`src/sv/cqrbv_pkg.sv`:
```
`timescale 1ns / 1ps

package cqrbv_pkg;

  localparam int unsigned DEPTH_DEF = 16;
  localparam int unsigned VAL_W     = 32;
  localparam int unsigned CNT_W     = 4;
  localparam int unsigned REQ_W     = 2;
  localparam int unsigned STAT_W    = 2;
  localparam int unsigned OUT_DW    = 40;

  typedef enum logic [REQ_W-1:0] {
    REQ_ENQ = 2'd0,
    REQ_DEQ = 2'd1,
    REQ_RM  = 2'd2
  } req_e;

  typedef enum logic [STAT_W-1:0] {
    STAT_DONE  = 2'd0,
    STAT_FULL  = 2'd1,
    STAT_EMPTY = 2'd2
  } stat_e;

  typedef enum logic [1:0] {
    ST_IDLE,
    ST_DEQ,
    ST_RM
  } state_e;

  // Commands from the controller to the datapath.
  typedef struct packed {
    logic accept;
    logic deq_load;
    logic rm_run;
    logic rm_load;
  } cmd_t;

  // Status from the datapath to the controller.
  typedef struct packed {
    logic empty;
    logic full;
    logic rm_done;
    logic out_free;
  } sts_t;

endpackage

```
`src/sv/cqrbv_ctrl.sv`:
```
`timescale 1ns / 1ps

module cqrbv_ctrl (
  input  logic                           clk_i,
  input  logic                           rst_ni,
  input  logic                           in_valid_i,
  input  logic [cqrbv_pkg::REQ_W-1:0]    in_req_i,
  input  cqrbv_pkg::sts_t                sts_i,
  output logic                           in_ready_o,
  output cqrbv_pkg::cmd_t                cmd_o
);
  import cqrbv_pkg::*;

  state_e state_q, state_d;
  logic   accept;

  assign in_ready_o = (state_q == ST_IDLE) && sts_i.out_free;
  assign accept     = in_valid_i && in_ready_o;

  always_comb begin
    state_d = state_q;
    unique case (state_q)
      ST_IDLE: begin
        if (accept && !sts_i.empty) begin
          if (in_req_i == REQ_DEQ) begin
            state_d = ST_DEQ;
          end else if (in_req_i == REQ_RM) begin
            state_d = ST_RM;
          end
        end
      end
      ST_DEQ: begin
        state_d = ST_IDLE;
      end
      ST_RM: begin
        if (sts_i.rm_done) begin
          state_d = ST_IDLE;
        end
      end
      default: begin
        state_d = ST_IDLE;
      end
    endcase
  end

  always_comb begin
    cmd_o = '0;
    unique case (state_q)
      ST_IDLE: begin
        cmd_o.accept = accept;
      end
      ST_DEQ: begin
        cmd_o.deq_load = 1'b1;
      end
      ST_RM: begin
        cmd_o.rm_run  = !sts_i.rm_done;
        cmd_o.rm_load = sts_i.rm_done;
      end
      default: begin
        cmd_o = '0;
      end
    endcase
  end

  always_ff @(posedge clk_i or negedge rst_ni) begin
    if (!rst_ni) begin
      state_q <= ST_IDLE;
    end else begin
      state_q <= state_d;
    end
  end

endmodule

```
`src/sv/cqrbv_dp.sv`:
```
`timescale 1ns / 1ps

module cqrbv_dp #(
  parameter int unsigned DEPTH = cqrbv_pkg::DEPTH_DEF
) (
  input  logic                           clk_i,
  input  logic                           rst_ni,
  input  cqrbv_pkg::cmd_t                cmd_i,
  input  logic [cqrbv_pkg::REQ_W-1:0]    in_req_i,
  input  logic [cqrbv_pkg::VAL_W-1:0]    in_value_i,
  input  logic                           out_ready_i,
  output cqrbv_pkg::sts_t                sts_o,
  output logic                           out_valid_o,
  output logic [cqrbv_pkg::STAT_W-1:0]   out_status_o,
  output logic [cqrbv_pkg::VAL_W-1:0]    out_value_o,
  output logic [cqrbv_pkg::CNT_W-1:0]    out_removed_o,
  output logic [cqrbv_pkg::CNT_W-1:0]    out_occ_o
);
  import cqrbv_pkg::*;

  localparam int unsigned AW = (DEPTH > 1) ? $clog2(DEPTH) : 1;

  function automatic logic [AW-1:0] nxt(input logic [AW-1:0] p);
    nxt = (p == AW'(DEPTH - 1)) ? '0 : p + 1'b1;
  endfunction

  logic [VAL_W-1:0] mem [DEPTH];
  logic [VAL_W-1:0] rd_data_q;

  logic [AW-1:0] head_q, head_d, tail_q, tail_d;
  logic [AW-1:0] rp_q, rp_d, wp_q, wp_d;
  logic [AW-1:0] rm_cnt_q, rm_cnt_d;
  logic          pend_q, pend_d;
  logic [VAL_W-1:0] match_q, match_d;

  logic             wr_en, rd_en;
  logic [AW-1:0]    wr_addr, rd_addr;
  logic [VAL_W-1:0] wr_data;

  logic             out_load, out_valid_q;
  stat_e            ld_status;
  logic [VAL_W-1:0] ld_value;
  logic [AW-1:0]    ld_removed;
  logic [AW:0]      occ_sum;
  logic [AW+CNT_W-1:0] occ_ext, rm_ext;

  assign sts_o.empty    = (head_q == tail_q);
  assign sts_o.full     = (nxt(tail_q) == head_q);
  assign sts_o.rm_done  = (rp_q == tail_q) && !pend_q;
  assign sts_o.out_free = !out_valid_q || out_ready_i;

  always_comb begin
    head_d     = head_q;
    tail_d     = tail_q;
    rp_d       = rp_q;
    wp_d       = wp_q;
    rm_cnt_d   = rm_cnt_q;
    pend_d     = pend_q;
    match_d    = match_q;
    wr_en      = 1'b0;
    wr_addr    = tail_q;
    wr_data    = in_value_i;
    rd_en      = 1'b0;
    rd_addr    = head_q;
    out_load   = 1'b0;
    ld_status  = STAT_DONE;
    ld_value   = '0;
    ld_removed = '0;

    if (cmd_i.accept) begin
      case (in_req_i)
        REQ_ENQ: begin
          out_load = 1'b1;
          if (sts_o.full) begin
            ld_status = STAT_FULL;
          end else begin
            wr_en  = 1'b1;
            tail_d = nxt(tail_q);
          end
        end
        REQ_DEQ: begin
          if (sts_o.empty) begin
            out_load  = 1'b1;
            ld_status = STAT_EMPTY;
          end else begin
            rd_en  = 1'b1;
            head_d = nxt(head_q);
          end
        end
        REQ_RM: begin
          if (sts_o.empty) begin
            out_load  = 1'b1;
            ld_status = STAT_EMPTY;
          end else begin
            rp_d     = head_q;
            wp_d     = head_q;
            rm_cnt_d = '0;
            pend_d   = 1'b0;
            match_d  = in_value_i;
          end
        end
        default: begin
          out_load = 1'b1;
        end
      endcase
    end

    if (cmd_i.deq_load) begin
      out_load = 1'b1;
      ld_value = rd_data_q;
    end

    // Compaction: survivors are written back behind the read pointer, so the
    // write pointer always trails and never clobbers an unread entry.
    if (cmd_i.rm_run) begin
      if (rp_q != tail_q) begin
        rd_en   = 1'b1;
        rd_addr = rp_q;
        rp_d    = nxt(rp_q);
        pend_d  = 1'b1;
      end else begin
        pend_d = 1'b0;
      end
      if (pend_q) begin
        if (rd_data_q != match_q) begin
          wr_en   = 1'b1;
          wr_addr = wp_q;
          wr_data = rd_data_q;
          wp_d    = nxt(wp_q);
        end else begin
          rm_cnt_d = rm_cnt_q + 1'b1;
        end
      end
    end

    if (cmd_i.rm_load) begin
      out_load   = 1'b1;
      tail_d     = wp_q;
      ld_removed = rm_cnt_q;
    end
  end

  // Fill level after the update: (tail - head) mod DEPTH.
  assign occ_sum = {1'b0, tail_d} - {1'b0, head_d}
                   + ((tail_d < head_d) ? (AW+1)'(DEPTH) : '0);
  assign occ_ext = {{CNT_W{1'b0}}, occ_sum[AW-1:0]};
  assign rm_ext  = {{CNT_W{1'b0}}, ld_removed};

  always_ff @(posedge clk_i) begin
    if (wr_en) begin
      mem[wr_addr] <= wr_data;
    end
    if (rd_en) begin
      rd_data_q <= mem[rd_addr];
    end
  end

  always_ff @(posedge clk_i or negedge rst_ni) begin
    if (!rst_ni) begin
      head_q      <= '0;
      tail_q      <= '0;
      rp_q        <= '0;
      wp_q        <= '0;
      rm_cnt_q    <= '0;
      pend_q      <= 1'b0;
      out_valid_q <= 1'b0;
    end else begin
      head_q   <= head_d;
      tail_q   <= tail_d;
      rp_q     <= rp_d;
      wp_q     <= wp_d;
      rm_cnt_q <= rm_cnt_d;
      pend_q   <= pend_d;
      if (out_load) begin
        out_valid_q <= 1'b1;
      end else if (out_ready_i) begin
        out_valid_q <= 1'b0;
      end
    end
  end

  always_ff @(posedge clk_i) begin
    match_q <= match_d;
    if (out_load) begin
      out_status_o  <= ld_status;
      out_value_o   <= ld_value;
      out_removed_o <= rm_ext[CNT_W-1:0];
      out_occ_o     <= occ_ext[CNT_W-1:0];
    end
  end

  assign out_valid_o = out_valid_q;

endmodule

```
`src/sv/circular_queue_with_remove_by_value_top.sv`:
```
`timescale 1ns / 1ps
// Enqueue, no-op and refused requests load the result register in the cycle of acceptance.
// A dequeue passes through the registered read port of the slot memory, then the result register.
// Remove compacts the occupied slots, reading one slot per cycle through the same port.
// Throughput: one enqueue per cycle while the result side keeps up; a dequeue holds the
// input off until its result is loaded, and a remove until its compaction pass ends.
// Reset (rst_ni low, asynchronous) empties the queue; slot contents are not cleared.
module circular_queue_with_remove_by_value_top #(
  parameter int unsigned DEPTH = cqrbv_pkg::DEPTH_DEF
) (
  input  logic                            clk_i,
  input  logic                            rst_ni,
  // Request channel.
  input  logic                            s_axis_tvalid,
  output logic                            s_axis_tready,
  input  logic [cqrbv_pkg::VAL_W-1:0]     s_axis_tdata,  // [31:0] value
  input  logic [cqrbv_pkg::REQ_W-1:0]     s_axis_tuser,  // [1:0] req_type
  // Result channel.
  output logic                            m_axis_tvalid,
  input  logic                            m_axis_tready,
  // [31:0] out_value, [35:32] removed_count, [39:36] occupancy
  output logic [cqrbv_pkg::OUT_DW-1:0]    m_axis_tdata,
  output logic [cqrbv_pkg::STAT_W-1:0]    m_axis_tuser   // [1:0] status
);
  import cqrbv_pkg::*;

  cmd_t cmd;
  sts_t sts;

  logic [VAL_W-1:0] out_value;
  logic [CNT_W-1:0] out_removed;
  logic [CNT_W-1:0] out_occ;

  // The controller sequences dequeue and the remove compaction pass; it only
  // admits a new item when the result register is empty or draining, so every
  // completing item finds room for its result.
  cqrbv_ctrl u_ctrl (
    .clk_i      (clk_i),
    .rst_ni     (rst_ni),
    .in_valid_i (s_axis_tvalid),
    .in_req_i   (s_axis_tuser),
    .sts_i      (sts),
    .in_ready_o (s_axis_tready),
    .cmd_o      (cmd)
  );

  // The datapath holds the slot memory, the head and tail pointers, the
  // compaction pointers and the result register.
  cqrbv_dp #(
    .DEPTH (DEPTH)
  ) u_dp (
    .clk_i         (clk_i),
    .rst_ni        (rst_ni),
    .cmd_i         (cmd),
    .in_req_i      (s_axis_tuser),
    .in_value_i    (s_axis_tdata),
    .out_ready_i   (m_axis_tready),
    .sts_o         (sts),
    .out_valid_o   (m_axis_tvalid),
    .out_status_o  (m_axis_tuser),
    .out_value_o   (out_value),
    .out_removed_o (out_removed),
    .out_occ_o     (out_occ)
  );

  assign m_axis_tdata = {out_occ, out_removed, out_value};

endmodule

```
`config.mk`:
```
export PLATFORM = sky130hd
export DESIGN_NAME = circular_queue_with_remove_by_value_top
export DESIGN_NICKNAME = d
export VERILOG_FILES = /design/src/sv/cqrbv_pkg.sv /design/src/sv/cqrbv_ctrl.sv /design/src/sv/cqrbv_dp.sv /design/src/sv/circular_queue_with_remove_by_value_top.sv
export SDC_FILE = /design/constraint.sdc
export NUM_CORES = 1
export LEC_CHECK = 0
export BUFFER_PORTS_ARGS = -buffer_cell sky130_fd_sc_hd__buf_4
export CORE_ASPECT_RATIO = 1.2
export CORE_MARGIN = 2
export CORE_UTILIZATION = 25
export CTS_BUF_LIST = sky130_fd_sc_hd__clkbuf_4 sky130_fd_sc_hd__clkbuf_8
export DETAILED_ROUTE_END_ITERATION = 12
export PLACE_DENSITY_LB_ADDON = 0.2
export SETUP_SLACK_MARGIN = 0.4
export SYNTH_ARGS = -nofsm -noshare
export SYNTH_HDL_FRONTEND = slang
export SYNTH_SLANG_ARGS = --single-unit
```
`constraint.sdc`:
```
create_clock -name clk_i -period 3.4 [get_ports clk_i]
set_input_delay 0.34 -clock clk_i [delete_from_list [all_inputs] [get_ports clk_i]]
set_output_delay 0.34 -clock clk_i [all_outputs]
set_load 0.05 [all_outputs]
```
==> results.sh <==
export IMPL_final_common_cell="edfxtp_1"
export IMPL_slew_violations=0
export IMPL_grt_first_pass_wirelength_um=114000
export IMPL_cts_made_buffers=103
export IMPL_cp_common_cell="buf_12"
export IMPL_post_drt_wl_per_cell_um=25.6
export IMPL_syn_area_per_cell_um2=17.5
export IMPL_track_usage_pct=15.3
export IMPL_nets=1924
export IMPL_fp_dieW_um=296
export IMPL_ys_seq_elements=642
export IMPL_hold_class="input port to asynchronous set/reset pin"
export IMPL_critPathMaxFanout=8
export IMPL_clockRootBuffer="clkbuf_8"
export IMPL_die_area_um2=105000
export IMPL_yosysWarnings=0
export IMPL_status="finished, final reports clean"
export IMPL_cts_tree="built"
export IMPL_cp_required_ps=3840
export IMPL_crit_buf_inv=6
export IMPL_num_vias=15100
export IMPL_place_gp_congestion=0.763
export IMPL_r2r_end="u_dp.rd_data_q[30]"
export IMPL_gr_total_overflow=0
export IMPL_max_freq_mhz=318
export IMPL_synth_area_um2=25600
export IMPL_drt_iter0_drc=1092
export IMPL_clkPwrFrac_pct=18.5
export IMPL_netlist_cell_type_count=51
export IMPL_finalWirelength_um=85000
export IMPL_floorplan_rows=128
export IMPL_crit_type="flop to flop"
export IMPL_crit_path_start_kind="flop"
export IMPL_finalPower_mw=35.7
export IMPL_fillers=9773
export IMPL_maxCapViolCount=0
export IMPL_timing_rr_start="u_dp.tail_q[0]"
export IMPL_final_cell_mix="edfxtp_1 (618), mux2i_1 (254), buf_4 (162), o22ai_1 (129), clkbuf_8 (110)"
export IMPL_grt_max_degree=33
export IMPL_area_growth_pct=35.8
export IMPL_synth_fp_nets=1515
export IMPL_cts_sinks=642
export IMPL_antenna_found_initial=5
export IMPL_seq_area_um2=19200
export IMPL_path_cells="buf_6, xor2_4, o41a_1, mux2i_4, buf_12, buf_8, buf_12, buf_16, buf_12, mux2i_1, o22ai_1, or4_1"
export IMPL_core_area_um2=102000
export IMPL_endpoint_kind="flop"
export IMPL_finalSetupTns_ps=0
export IMPL_ios=82
export IMPL_numPortBuffers=81
export IMPL_power_density_nw_per_um2=1030
export IMPL_die_y_um=354
export IMPL_synthFlopType="edfxtp_1"
export IMPL_clockBufferDepth=3
export IMPL_setup_violations=0
export IMPL_worstSetupStartpoint="u_dp.tail_q[0]"
export IMPL_slowest_delay_ps=540
export IMPL_clock_latency_ps=720
export IMPL_switching_share_pct=35.4
export IMPL_first_global_vias=15400
export IMPL_initial_core_util_pct=25.2
export IMPL_slew_headroom_pct=42.8
export IMPL_seq_area_frac_synth_pct=74.9
export IMPL_hpwl_um=43800
export IMPL_reg2regPathDepth=12
export IMPL_cp_top_family="buffers and inverters"
export IMPL_fin_skew_ps=31.3
export IMPL_drt_pass1_iterations=5
export IMPL_syn_inst=1464
export IMPL_clk_pin_slew_ps=60
export IMPL_ys_async_sr_fraction_pct=3.74
export IMPL_rsz0062_at_grt="yes"
export IMPL_internal_power_mw=23.1
export IMPL_leakage_nw=12.7
export IMPL_vdd_drop_max_mv=0.711
export IMPL_drive_gt1_share_pct=31.4
export IMPL_ant_nets=0
export IMPL_hold_viol=0
export IMPL_power_frac_seq_pct=33.5
export IMPL_cts_htree_levels=3
export IMPL_p_comb_share_pct=48.1
export IMPL_cpMaxStageDelayCell="or4_1"
export IMPL_cp_data_arrival_time_ps=3590
export IMPL_via_per_inst=4.56
export IMPL_power_switching_mw=12.6
export IMPL_reg2reg_slack_ps=250
export IMPL_finalCritPeriodShare_pct=92.5
export IMPL_tightest_slew_ps=858
export IMPL_min_period_ps=3150
export IMPL_synth_edf_count=618
export IMPL_drcViolationCount=0
export IMPL_multi_input_area_um2=6550
-- per-layer routing --
| metal | vias to the layer above | global-route usage [%] | share of wire [%] |
|---|---|---|---|
| met3 | 95 | 2.22 | 4.0 |
| met4 | 4 | 4.36 | 2.0 |
| met5 | - | 0 | 0.022 |
| met2 | 377 | 25.4 | 48 |
| met1 | 7960 | 20.7 | 46 |
| li1 | 6705 | - | - |
-- Yosys cell counts (4+ instances only) --
cell type | n | area (um^2)
edfxtp_1 | 618 | 18600
mux2i_1 | 267 | 2670
o22ai_1 | 129 | 807
buf_2 | 41 | 205
xor2_1 | 37 | 324
and2_1 | 36 | 225
mux2_2 | 33 | 372
or4_1 | 32 | 240
nor2_1 | 29 | 109
dfrtp_1 | 24 | 601
nand2_1 | 23 | 86.3
clkbuf_1 | 22 | 82.6
inv_1 | 22 | 82.6
xnor2_1 | 14 | 123
nor4_1 | 13 | 81.3
ha_1 | 12 | 150
buf_4 | 10 | 75.1
nand4_1 | 8 | 50.1
a21oi_1 | 7 | 35.0
nor2b_1 | 7 | 43.8
a31oi_1 | 6 | 37.5
nor3_1 | 6 | 30.0
o21ai_0 | 6 | 30.0
a21o_1 | 5 | 37.5
nand3_1 | 5 | 25.0
o21ba_2 | 5 | 50.1
a311oi_1 | 4 | 35.0
and3_1 | 4 | 25.0
buf_6 | 4 | 45.0
-- metrics by stage --
stage | hold WS [ps] | setup slack, ps | area, um^2 | util [%] | cells
2_1_floorplan | 44.4 | -5.87 | 25600 | - | 1464
3_3_place_gp | 283 | 122 | 29300 | 28.8 | 2948
3_5_place_dp | 285 | 188 | 29300 | 28.8 | 2948
4_1_cts | 7.96 | 259 | 33500 | 33.0 | 3261
5_1_grt | 53.5 | 156 | 34700 | 34.2 | 3322
6_report | 79.2 | 255 | 34700 | 34.2 | 3322
-- sequential cells by signal, summed over array words and instances (netlist names), 4 cells and up --
name and flops:
u_dp.head_q 4, u_dp.rm_cnt_q 4, u_dp.match_q 32, u_dp.out_value_o 32
u_dp.wp_q 4, u_dp.out_occ_o 4, u_dp.rp_q 4, u_dp.tail_q 4
u_dp.rd_data_q 32, u_dp.out_removed_o 4, u_dp.mem 512
-- kinds of logic after synthesis --
kind of cell | after synthesis | synth area share [%]
DFF | 642 | 74.9
muxes | 301 | 12.0
AOI/OAI and AO/OA | 185 | 4.90
and+or+nand+nor | 172 | 3.85
buffers and inverters | 100 | 1.93
xor gates and xnor gates | 51 | 1.75
adders and majority gates | 13 | 0.665
-- area by class of cell --
class,instances,share of cell area (%)
Timing Repair Buffer,377,15.0
Inverter,22,0.238
Clock inverter,41,0.659
Multi-Input combinational cell,727,18.9
Sequential cell,642,55.2
Antenna cell,1,0.00720
Clock buffer,147,5.16
Tap cell,1365,4.92
-- worst register-to-register path, cell delays in order (launching register included) --
cell	delay (ps)
dfrtp_1	400
buf_6	140
xor2_4	150
o41a_1	460
mux2i_4	200
buf_12	140
buf_8	110
buf_12	110
buf_16	180
buf_12	150
mux2i_1	190
o22ai_1	90
or4_1	540
-- power by group through the flow --
stage | combinational (mW) | sequential, mW | clock, mW
after floorplan | 6.92 | 12.2 | 0
after global placement | 11.9 | 12.1 | 0
after detailed placement | 12.0 | 12.1 | 0
after CTS | 15.8 | 11.9 | 6.80
after global routing | 18.0 | 12.1 | 7.10
final | 17.2 | 11.9 | 6.59
-- worst max path at each step --
stage / cells past startpoint / endpoint
6_report: 12 / u_dp.rd_data_q[30]
5_1_grt: 12 / u_dp.rd_data_q[26]
4_1_cts: 13 / u_dp.out_occ_o[3]
3_5_place_dp: 10 / u_dp.mem[15][10]
3_3_place_gp: 10 / u_dp.mem[15][10]
2_1_floorplan: 7 / u_dp.mem[5][0]
-- repair_timing --
action | CTS | global route
cloned | 25 | 31
endpoints found under the setup margin | 1059 | 599
buffers inserted | 65 | 29
gates resized for setup | 113 | 67
endpoints found under the hold margin | 58 | 0
hold buffers | 35 | 0
pin swaps | 33 | 32
No activity file was read; power rests on OpenSTA's default activity.
